`config.mk`:
```
export PLATFORM = sky130hd
export DESIGN_NAME = mfq_ram
export DESIGN_NICKNAME = d
export VERILOG_FILES = /design/src/rtl/core/mfq_ram.sv
export SDC_FILE = /design/constraint.sdc
export NUM_CORES = 1
export LEC_CHECK = 0
export ABC_AREA = 1
export BUFFER_PORTS_ARGS = -buffer_cell sky130_fd_sc_hd__buf_2
export CAP_MARGIN = 20
export CORE_MARGIN = 4
export CORE_UTILIZATION = 35
export CTS_BUF_LIST = sky130_fd_sc_hd__clkbuf_4
export CTS_CLUSTER_SIZE = 10
export DETAILED_ROUTE_END_ITERATION = 7
export GPL_ROUTABILITY_DRIVEN = 0
export PLACE_DENSITY_LB_ADDON = 0.25
export SLEW_MARGIN = 20
export SYNTH_ARGS = -nofsm -noshare
export SYNTH_HDL_FRONTEND = slang
export SYNTH_SLANG_ARGS = --single-unit
export TNS_END_PERCENT = 30
```
`constraint.sdc`:
```
create_clock -name clock -period 3.6 [get_ports clock]
set_clock_uncertainty 0.05 [all_clocks]
set_input_delay 0.18 -clock clock [delete_from_list [all_inputs] [get_ports clock]]
set_output_delay 0.18 -clock clock [all_outputs]
set_load 0.05 [all_outputs]
```
`src/rtl/core/mfq_ram.sv`:
```
// Generic single-clock RAM with one write port and one registered read port.
// Standalone; no package dependency.
`default_nettype none

module mfq_ram #(
   parameter int WIDTH = 8,
   parameter int DEPTH = 32
) (
   input  wire logic                     clock,
   input  wire logic                     wr_en,
   input  wire logic [$clog2(DEPTH)-1:0] wr_addr,
   input  wire logic [WIDTH-1:0]         wr_data,
   input  wire logic                     rd_en,
   input  wire logic [$clog2(DEPTH)-1:0] rd_addr,
   output logic      [WIDTH-1:0]         rd_data
);

   logic [WIDTH-1:0] storage_ff [DEPTH];
   logic [WIDTH-1:0] rd_data_ff;

   always_ff @(posedge clock) begin
      if (wr_en) begin
         storage_ff[wr_addr] <= wr_data;
      end
      if (rd_en) begin
         rd_data_ff <= storage_ff[rd_addr];
      end
   end

   assign rd_data = rd_data_ff;

endmodule

`default_nettype wire

```
======== Yosys cells after proc, flatten, opt, wreduce, memory -nomap -nowiden ========
Memory sizes are Yosys's and may differ from the RTL's. A register that Yosys moved wholly into a read port is not among the register bits.
Index checks and enable logic that the tools add are counted.
cells by class
  mux-type cells .......................... 2
operator list
  cell              count
  2-to-1 mux 1 bit  2
storage, ports and cells
  flip-flop bits (word level) ............. 0
  RAM bits ................................ 256
  output and inout port bits .............. 8
  word-level logic and storage cells ...... 3
  memories ................................ 1
memory list
  memory      words  bits a word  read ports  clocked after memory_dff  write ports  RTL line  source
  storage_ff  32     8            1           1                         1            18        logic [WIDTH-1:0] storage_ff [DEPTH];

======== Longest topological paths before layout ========
Gate-level depths: netlist of run 1.
  depth after elaboration ................. 2
  depth in mapped cells ................... 11

======== Least setup slack after synthesis of run 1 ========
OpenSTA, ideal clock, no wires.
  path kind ............................... input port to flip-flop
  start point ............................. in wr_addr[0]
  end point ............................... mem storage_ff[0][0] (enable)
  setup time .............................. 370 ps
  data arrival time ....................... 844 ps
  path slack .............................. 2336 ps
  stages on the path ...................... 3
  cell sequence ........................... inv_1 > nand3_1 > nor2_1
RTL lines
  what             RTL line  source
  start, declared  11        input wire logic [$clog2(DEPTH)-1:0] wr_addr,
  end, declared    18
No word-level cell before the write port.

======== Final worst setup path of run 1 ========
  start point ............................. reg rd_data_ff[1] (netlist: rd_data[1]) (read register of storage_ff)
  end point ............................... out rd_data[1]
RTL lines
  what             RTL line  source
  start, declared  19        logic [WIDTH-1:0] rd_data_ff;
  end, declared    15        output logic [WIDTH-1:0] rd_data
No word-level cell between the ends.

==> reports/metrics.json, run 1 <==
{
  "result_of_the_run": {"value": "complete, no violations"},
  "worst_setup_hold_path_clk_slew": {"value": 0.07, "unit": "ns"},
  "switching_power": {"value": 1.52, "unit": "mW"},
  "cts_buffers": {"value": 72},
  "worst-r2r-cell-count": {"value": 8},
  "cts_resized": {"value": 0},
  "detail_route.first_pass.iterations": {"value": 5},
  "worst_slew_margin_rel": {"value": 42.4, "unit": "%"},
  "final-setup-viol-count": {"value": 0},
  "initial_core_utilization": {"value": 35.5, "unit": "%"},
  "layout.nets": {"value": 1004},
  "worst_slew_pin_slew": {"value": 0.861, "unit": "ns"},
  "fillers": {"value": 2990},
  "synth_cell_types": {"value": 11},
  "fin_crit": {"value": 1.58, "unit": "ns"},
  "flow.area_growth_from_synthesis": {"value": 11.4, "unit": "%"},
  "cts-root-buf": {"value": "sky130_fd_sc_hd__clkbuf_4"},
  "yosys-top-cells-count": {"value": "sky130_fd_sc_hd__nand2_1 (360), sky130_fd_sc_hd__edfxtp_1 (264), sky130_fd_sc_hd__nand3_1 (204)"},
  "vdd_ir_drop_max": {"value": 0.163, "unit": "mV"},
  "power.share.clock": {"value": 40.3, "unit": "%"},
  "combined_area_of_the_multi_input_logic_cells": {"value": 0.00249, "unit": "sq mm"},
  "largest_net_degree_at_the_start_of_global_routing": {"value": 75},
  "sequential_fraction_of_design_power": {"value": 53.1, "unit": "%"},
  "p_int": {"value": 4.96, "unit": "mW"},
  "timing.critical_path.fanout_max": {"value": 1},
  "final_min_period_over_clock_period": {"value": 43.8, "unit": "%"},
  "synthDominantAreaCellType": {"value": "sky130_fd_sc_hd__edfxtp_1"},
  "clock_tree_from_tritoncts": {"value": "yes"},
  "chip_height": {"value": 184, "unit": "um"},
  "critical_path.max_stage_delay": {"value": 0.40, "unit": "ns"},
  "worstHoldPathType": {"value": "input pin to flip-flop"},
  "synth.yosys.warnings": {"value": 0},
  "postSynthCellCount": {"value": 922},
  "cts.htree.levels": {"value": 3},
  "critical_path.cell_chain": {"value": "buf_2"},
  "synth_enable_flop_cells": {"value": 264},
  "grt_overflow_total": {"value": 0},
  "seq_area": {"value": 0.00793, "unit": "sq mm"},
  "mappedNetlistNets": {"value": 943},
  "critPathArrivalTime": {"value": 1.35, "unit": "ns"},
  "place_hpwl": {"value": 15700, "unit": "um"},
  "worst-path-stages": {"value": 1},
  "boundaryPins": {"value": 29},
  "worst-r2r-setup-slack": {"value": 2.23, "unit": "ns"},
  "first_iter_violations": {"value": 672},
  "worst_skew_pair.late_latency": {"value": 0.66, "unit": "ns"},
  "setup_total_negative_slack": {"value": 0, "unit": "ns"},
  "pwr-share-comb": {"value": 6.6, "unit": "%"},
  "power.density": {"value": 536, "unit": "mW/mm^2"},
  "post-route-util": {"value": 39.6, "unit": "%"},
  "routed_wirelength": {"value": 27500, "unit": "um"},
  "critical_path.n_buffers_inverters": {"value": 1},
  "antenna_found_initial": {"value": 1},
  "dieArea": {"value": 0.0339, "unit": "sq mm"},
  "cts_max_path_buffers": {"value": 3},
  "synthesis.area_per_instance": {"value": 11.8, "unit": "sq um"},
  "critPathRequiredTime": {"value": 3.37, "unit": "ns"},
  "ant_nets": {"value": 0},
  "critical-path-top-delay-family": {"value": "flip-flops"},
  "detailedPlace.worstSlack": {"value": 1.36, "unit": "ns"},
  "switching_share": {"value": 23.5, "unit": "%"},
  "finalHoldViolations": {"value": 0},
  "post_route_cells_drive_above_1_share": {"value": 14.4, "unit": "%"},
  "min_path_cells": {"value": 1},
  "track_usage": {"value": 16.3, "unit": "%"},
  "placement_rows": {"value": 64},
  "critical_path_start_type": {"value": "flip-flop"},
  "sort_of_element_at_the_end_of_the_critical_path": {"value": "output port"},
  "die_width": {"value": 184, "unit": "um"},
  "critical-path-slowest-cell": {"value": "sky130_fd_sc_hd__edfxtp_1"},
  "fin_area": {"value": 0.0121, "unit": "sq mm"},
  "post_synthesis_cell_area": {"value": 0.0109, "unit": "sq mm"},
  "route.detailed.wl_per_inst": {"value": 19.2, "unit": "um"},
  "placedInstanceArea": {"value": 0.0112, "unit": "sq mm"},
  "yosys-top-cells-area": {"value": "sky130_fd_sc_hd__edfxtp_1 (73%), sky130_fd_sc_hd__nand2_1 (12%), sky130_fd_sc_hd__nand3_1 (9.4%)"},
  "max-cap-violations": {"value": 0},
  "total_power": {"value": 6.49, "unit": "mW"},
  "number_of_global_route_vias_before_repair": {"value": 7049},
  "synth.top_cell.area_share": {"value": 73.0, "unit": "%"},
  "grt_setup_unrepaired": {"value": "no"},
  "grt_pass1_wl": {"value": 41800, "unit": "um"},
  "coreArea": {"value": 0.0306, "unit": "sq mm"},
  "ys_seq_elements": {"value": 264},
  "avgViaCountPerCell": {"value": 4.88},
  "clock_sink_count": {"value": 264},
  "post-cts-setup-buffer-count": {"value": 0},
  "synthFlopType": {"value": "sky130_fd_sc_hd__edfxtp_1"},
  "synth-async-reset-ratio": {"value": 0, "unit": "%"},
  "synth.most_common_cell": {"value": "sky130_fd_sc_hd__nand2_1"},
  "power_leakage": {"value": 4.49, "unit": "nW"},
  "synth.yosys.seq_area_share": {"value": 73.0, "unit": "%"},
  "drc": {"value": 0},
  "dr_total_vias": {"value": 6980},
  "setup.worst_path.class": {"value": "flip-flop to output port"},
  "portBuffers": {"value": 28},
  "fin_ws": {"value": 2.02, "unit": "ns"},
  "number_of_pins_with_negative_max_slew_slack_in_the_final_report": {"value": 0},
  "timing.fmax": {"value": 635, "unit": "MHz"}
}
==> sequential cells by signal, summed over array words and instances, names as in the netlist <==
register	count
storage_ff	256
rd_data	8
==> worst paths after layout <==
check                                   start                          end
setup / recovery         rd_data[1]$_DFFE_PP_                   rd_data[1]
hold / removal                     wr_data[0]  storage_ff[21][0]$_DFFE_PP_
setup reg to reg  storage_ff[15][6]$_DFFE_PP_         rd_data[6]$_DFFE_PP_
hold reg to reg   storage_ff[16][5]$_DFFE_PP_         rd_data[5]$_DFFE_PP_
==> power groups by stage <==
stage | Sequential (mW) | Combinational (mW) | Clock (mW)
2_1_floorplan | 3.53 | 0.246 | 0
3_3_place_gp | 3.51 | 0.432 | 0
3_5_place_dp | 3.51 | 0.433 | 0
4_1_cts | 3.44 | 0.436 | 2.68
5_1_grt | 3.44 | 0.477 | 2.88
6_report | 3.44 | 0.429 | 2.61
==> what timing repair did <==
item	4_1_cts	5_1_grt
setup endpoints to repair	0	0
hold buffers	2	0
endpoints found under the hold margin	16	0
==> cells by family (layout without fill, tap and decap cells) <==
kind of cell	after synthesis	in the layout	share of synthesized area, %
flip-flops	264	264	73.0
other	0	1	0
buffers and inverters	62	173	4.11
AND/OR/NAND/NOR	596	596	22.9
==> cell usage in the layout (no fill, tap or decap), types with 2 or more instances in the layout <==
master / instances
sky130_fd_sc_hd__buf_12: 2
sky130_fd_sc_hd__dlygate4sd3_1: 2
sky130_fd_sc_hd__edfxtp_1: 264
sky130_fd_sc_hd__clkinv_1: 14
sky130_fd_sc_hd__buf_2: 27
sky130_fd_sc_hd__inv_1: 8
sky130_fd_sc_hd__nand3_1: 204
sky130_fd_sc_hd__clkbuf_4: 108
sky130_fd_sc_hd__nor2_1: 32
sky130_fd_sc_hd__inv_2: 2
sky130_fd_sc_hd__buf_4: 8
sky130_fd_sc_hd__nand2_1: 360
==> per-stage QoR <==
step                      hold slack [ns]  std cells
after floorplan                     0.229        922
after global placement              0.517       1303
after detailed placement            0.508       1303
after CTS                          0.0441       1429
after global routing               0.0551       1430
final                              0.0744       1430
==> cell type report <==
class / instances / area share, %
Multi-Input combinational cell: 596 / 20.6
Timing Repair Buffer: 39 / 2.11
Antenna cell: 1 / 0.0207
Tap cell: 396 / 4.09
Inverter: 10 / 0.331
Sequential cell: 264 / 65.5
Clock inverter: 16 / 0.713
Clock buffer: 108 / 6.69
==> per-layer routing <==
layer,vias to the layer above,global-route usage (%),share of wire [%]
met4,0,5.68,2.2
met1,3344,22.5,45
met5,-,0,0
met3,44,4.03,6.0
li1,3378,-,-
met2,214,25.3,46
No activity file was read; power rests on OpenSTA's default activity.
==> inputs of run 2 (changes only) <==
==> constraint.sdc (replaced) <==
create_clock -name clock -period 1.6 [get_ports clock]
set_clock_uncertainty 0.05 [all_clocks]
set_input_delay 0.08 -clock clock [delete_from_list [all_inputs] [get_ports clock]]
set_output_delay 0.08 -clock clock [all_outputs]
set_load 0.05 [all_outputs]
==> reports/metrics.json, run 2 (same netlist as run 1, synthesis figures left out) <==
{
  "result_of_the_run": {"value": "complete, no violations"},
  "finalHoldViolations": {"value": 0, "change": "unchanged"},
  "worstSetupEndpoint": {"value": "rd_data[6]"},
  "place_hpwl": {"value": 16400, "unit": "um", "change": "+4.9%"},
  "worst_setup_path_startpoint": {"value": "rd_data[6]$_DFFE_PP_"},
  "critical_path_start_type": {"value": "flip-flop"},
  "setup.worst_path.class": {"value": "flip-flop to output port"},
  "power.density": {"value": 1150, "unit": "mW/mm^2", "change": "+110%"},
  "worst_slew_margin_rel": {"value": 52.8, "unit": "%", "change": "+10 points"},
  "critical_path.max_stage_delay": {"value": 0.51, "unit": "ns", "change": "+0.11 ns"},
  "worst-path-stages": {"value": 1, "change": "unchanged"},
  "post-cts-setup-buffer-count": {"value": 0, "change": "unchanged"},
  "placed_cells_incl_taps": {"value": 1363, "change": "+4.6%"},
  "antenna_found_initial": {"value": 1, "change": "unchanged"},
  "sort_of_element_at_the_end_of_the_critical_path": {"value": "output port"},
  "track_usage": {"value": 16.4, "unit": "%", "change": "+0.072 points"},
  "max_flop_register": {"value": "storage_ff"},
  "flow.area_growth_from_synthesis": {"value": 16.6, "unit": "%"},
  "dieArea": {"value": 0.0339, "unit": "sq mm", "change": "unchanged"},
  "cts_buffers": {"value": 69, "change": "-4.2%"},
  "portBuffers": {"value": 28, "change": "unchanged"},
  "worst-r2r-setup-slack": {"value": 0.23, "unit": "ns", "change": "-2.00 ns"},
  "number_of_global_route_vias_before_repair": {"value": 7343, "change": "+4.2%"},
  "power_leakage": {"value": 4.84, "unit": "nW", "change": "+7.6%"},
  "route.detailed.wl_per_inst": {"value": 18.3, "unit": "um", "change": "-5.0%"},
  "dr_total_vias": {"value": 7214, "change": "+3.4%"},
  "clock_tree_from_tritoncts": {"value": "yes"},
  "setup_total_negative_slack": {"value": 0, "unit": "ns", "change": "unchanged"},
  "critPathRequiredTime": {"value": 1.47, "unit": "ns", "change": "-1.90 ns"},
  "largest_net_degree_at_the_start_of_global_routing": {"value": 68, "change": "-9.3%"},
  "grt_pass1_wl": {"value": 42300, "unit": "um", "change": "+1.0%"},
  "drc": {"value": 0, "change": "unchanged"},
  "fillers": {"value": 3001, "change": "+0.37%"},
  "largest_register_ff_count": {"value": 256, "change": "unchanged"},
  "grt_setup_unrepaired": {"value": "no"},
  "critPathArrivalTime": {"value": 1.39, "unit": "ns", "change": "+0.04 ns"},
  "fin_ws": {"value": 0.0779, "unit": "ns", "change": "-1.95 ns"},
  "final.hold.worst_slack": {"value": 0.0574, "unit": "ns", "change": "-0.0171 ns"},
  "clock_sink_count": {"value": 264, "change": "unchanged"},
  "die_width": {"value": 184, "unit": "um", "change": "unchanged"},
  "worst_r2r_startpoint": {"value": "storage_ff[9][1]$_DFFE_PP_"},
  "routed_wirelength": {"value": 27100, "unit": "um", "change": "-1.3%"},
  "worst-r2r-cell-count": {"value": 8, "change": "unchanged"},
  "cts_max_path_buffers": {"value": 3, "change": "unchanged"},
  "total_power": {"value": 14.5, "unit": "mW", "change": "+120%"},
  "initial_core_utilization": {"value": 35.5, "unit": "%", "change": "unchanged"},
  "cts-root-buf": {"value": "sky130_fd_sc_hd__clkbuf_4"},
  "critical_path.n_buffers_inverters": {"value": 1, "change": "unchanged"},
  "number_of_pins_with_negative_max_slew_slack_in_the_final_report": {"value": 0, "change": "unchanged"},
  "detailedPlace.worstSlack": {"value": -0.0101, "unit": "ns", "change": "-1.37 ns"},
  "fin_crit": {"value": 1.52, "unit": "ns"},
  "boundaryPins": {"value": 29, "change": "unchanged"},
  "grt_overflow_total": {"value": 0, "change": "unchanged"},
  "max-cap-violations": {"value": 0, "change": "unchanged"},
  "avgViaCountPerCell": {"value": 4.85, "change": "-0.54%"},
  "cts.htree.levels": {"value": 3, "change": "unchanged"},
  "layout.nets": {"value": 1070, "change": "+6.6%"},
  "first_iter_violations": {"value": 537, "change": "-20%"},
  "timing.fmax": {"value": 657, "unit": "MHz"},
  "layout_commonest_cell": {"value": "sky130_fd_sc_hd__nand2_1"},
  "critical-path-top-delay-family": {"value": "flip-flops"},
  "placement_rows": {"value": 64, "change": "unchanged"},
  "worst_skew_pair.late_latency": {"value": 0.66, "unit": "ns", "change": "about the same"},
  "critical_path.cell_chain": {"value": "buf_4"},
  "detail_route.first_pass.iterations": {"value": 5, "change": "unchanged"},
  "r2r_end": {"value": "rd_data[1]$_DFFE_PP_"},
  "chip_height": {"value": 184, "unit": "um", "change": "unchanged"},
  "critical-path-slowest-cell": {"value": "sky130_fd_sc_hd__edfxtp_1"},
  "worst_setup_hold_path_clk_slew": {"value": 0.06, "unit": "ns", "change": "about the same"},
  "post_route_cells_drive_above_1_share": {"value": 18.6, "unit": "%", "change": "+4.2 points"},
  "coreArea": {"value": 0.0306, "unit": "sq mm", "change": "unchanged"},
  "finalNonFillerCells": {"value": 1486, "change": "+3.9%"},
  "vdd_ir_drop_max": {"value": 0.491, "unit": "mV", "change": "+200%"},
  "final-setup-viol-count": {"value": 0, "change": "unchanged"},
  "ant_nets": {"value": 0, "change": "unchanged"},
  "worst_slew_pin_slew": {"value": 0.708, "unit": "ns", "change": "-0.153 ns"},
  "timing.critical_path.fanout_max": {"value": 1, "change": "unchanged"},
  "final_min_period_over_clock_period": {"value": 95.1, "unit": "%"},
  "worstHoldPathType": {"value": "input pin to flip-flop"},
  "final_cell_mix": {"value": "sky130_fd_sc_hd__nand2_1 (360), sky130_fd_sc_hd__edfxtp_1 (264), sky130_fd_sc_hd__nand3_1 (204)"}
}
## run 2: changes by cell type in the layout (fill, tap and decap cells not counted), moves of 6 or more
cell / delta
sky130_fd_sc_hd__buf_4: +55
sky130_fd_sc_hd__dlygate4sd3_1: +9
sky130_fd_sc_hd__buf_12: +6
sky130_fd_sc_hd__clkbuf_4: -9
sky130_fd_sc_hd__clkinv_1: -7
## run 2: final cells by class
cell class | count | area (sq um) | area share (%)
multi-input combinational | 596 | 2490 | 19.7
antenna | 1 | 2.50 | 0.0197
sequential | 264 | 7930 | 62.6
inverter | 10 | 40.0 | 0.316
clock inverter | 12 | 98.8 | 0.780
clock buffer | 99 | 743 | 5.86
timing repair buffer | 108 | 873 | 6.89
tap | 396 | 495 | 3.91
## run 2: worst min-delay path by stage
| stage | from | endpoint | slack (ns) | depth (start not counted) |
|---|---|---|---|---|
| final | wr_addr[4] | storage_ff[27][2]$_DFFE_PP_ | 0.06 | 4 |
| after global routing | wr_addr[4] | storage_ff[27][2]$_DFFE_PP_ | 0.04 | 4 |
| after CTS | wr_addr[3] | storage_ff[27][2]$_DFFE_PP_ | 0.01 | 4 |
| after detailed placement | rd_en | rd_data[4]$_DFFE_PP_ | 0.42 | 1 |
| after global placement | rd_en | rd_data[4]$_DFFE_PP_ | 0.42 | 1 |
| after floorplan | wr_data[0] | storage_ff[0][0]$_DFFE_PP_ | 0.13 | 0 |
## run 2: timing repair
| item | 4_1_cts | 5_1_grt |
|---|---|---|
| hold buffers | 11 | 0 |
| endpoints found under the hold margin | 272 | 0 |
| gates resized for setup | 0 | 2 |
| setup endpoints to repair | 0 | 1 |
## run 2: routing by layer
layer / up-vias / GRT usage [%] / wire length, um
li1: 3505 / - / -
met1: 3473 / 22.3 / 12200
met2: 187 / 26.1 / 12900
met3: 49 / 4.12 / 1490
met4: 0 / 5.12 / 493
met5: - / 0 / 0
## run 2: power by group
| group | total (mW) | internal, mW | switching [mW] |
|---|---|---|---|
| registers | 7.75 | 7.72 | 0.0353 |
| clock network | 5.73 | 3.13 | 2.60 |
| logic | 1.04 | 0.311 | 0.729 |
| total | 14.5 | 11.2 | 3.36 |
## run 2: stage by stage
step | instance area [sq um] | utilization (%)
final | 12700 | 41.4
after detailed placement | 11700 | 38.3
after global placement | 11700 | 38.3
after CTS | 12700 | 41.4
after floorplan | 10900 | -
after global routing | 12700 | 41.4
## run 2: worst reg2reg max path: stages (launching register included)
cell and delay [ns]:
sky130_fd_sc_hd__edfxtp_1 0.36, sky130_fd_sc_hd__nand2_1 0.08, sky130_fd_sc_hd__nand3_1 0.11, sky130_fd_sc_hd__nand3_1 0.14
sky130_fd_sc_hd__nand2_1 0.07, sky130_fd_sc_hd__nand2_1 0.06, sky130_fd_sc_hd__nand2_1 0.06, sky130_fd_sc_hd__nand2_1 0.14
sky130_fd_sc_hd__nand2_1 0.07
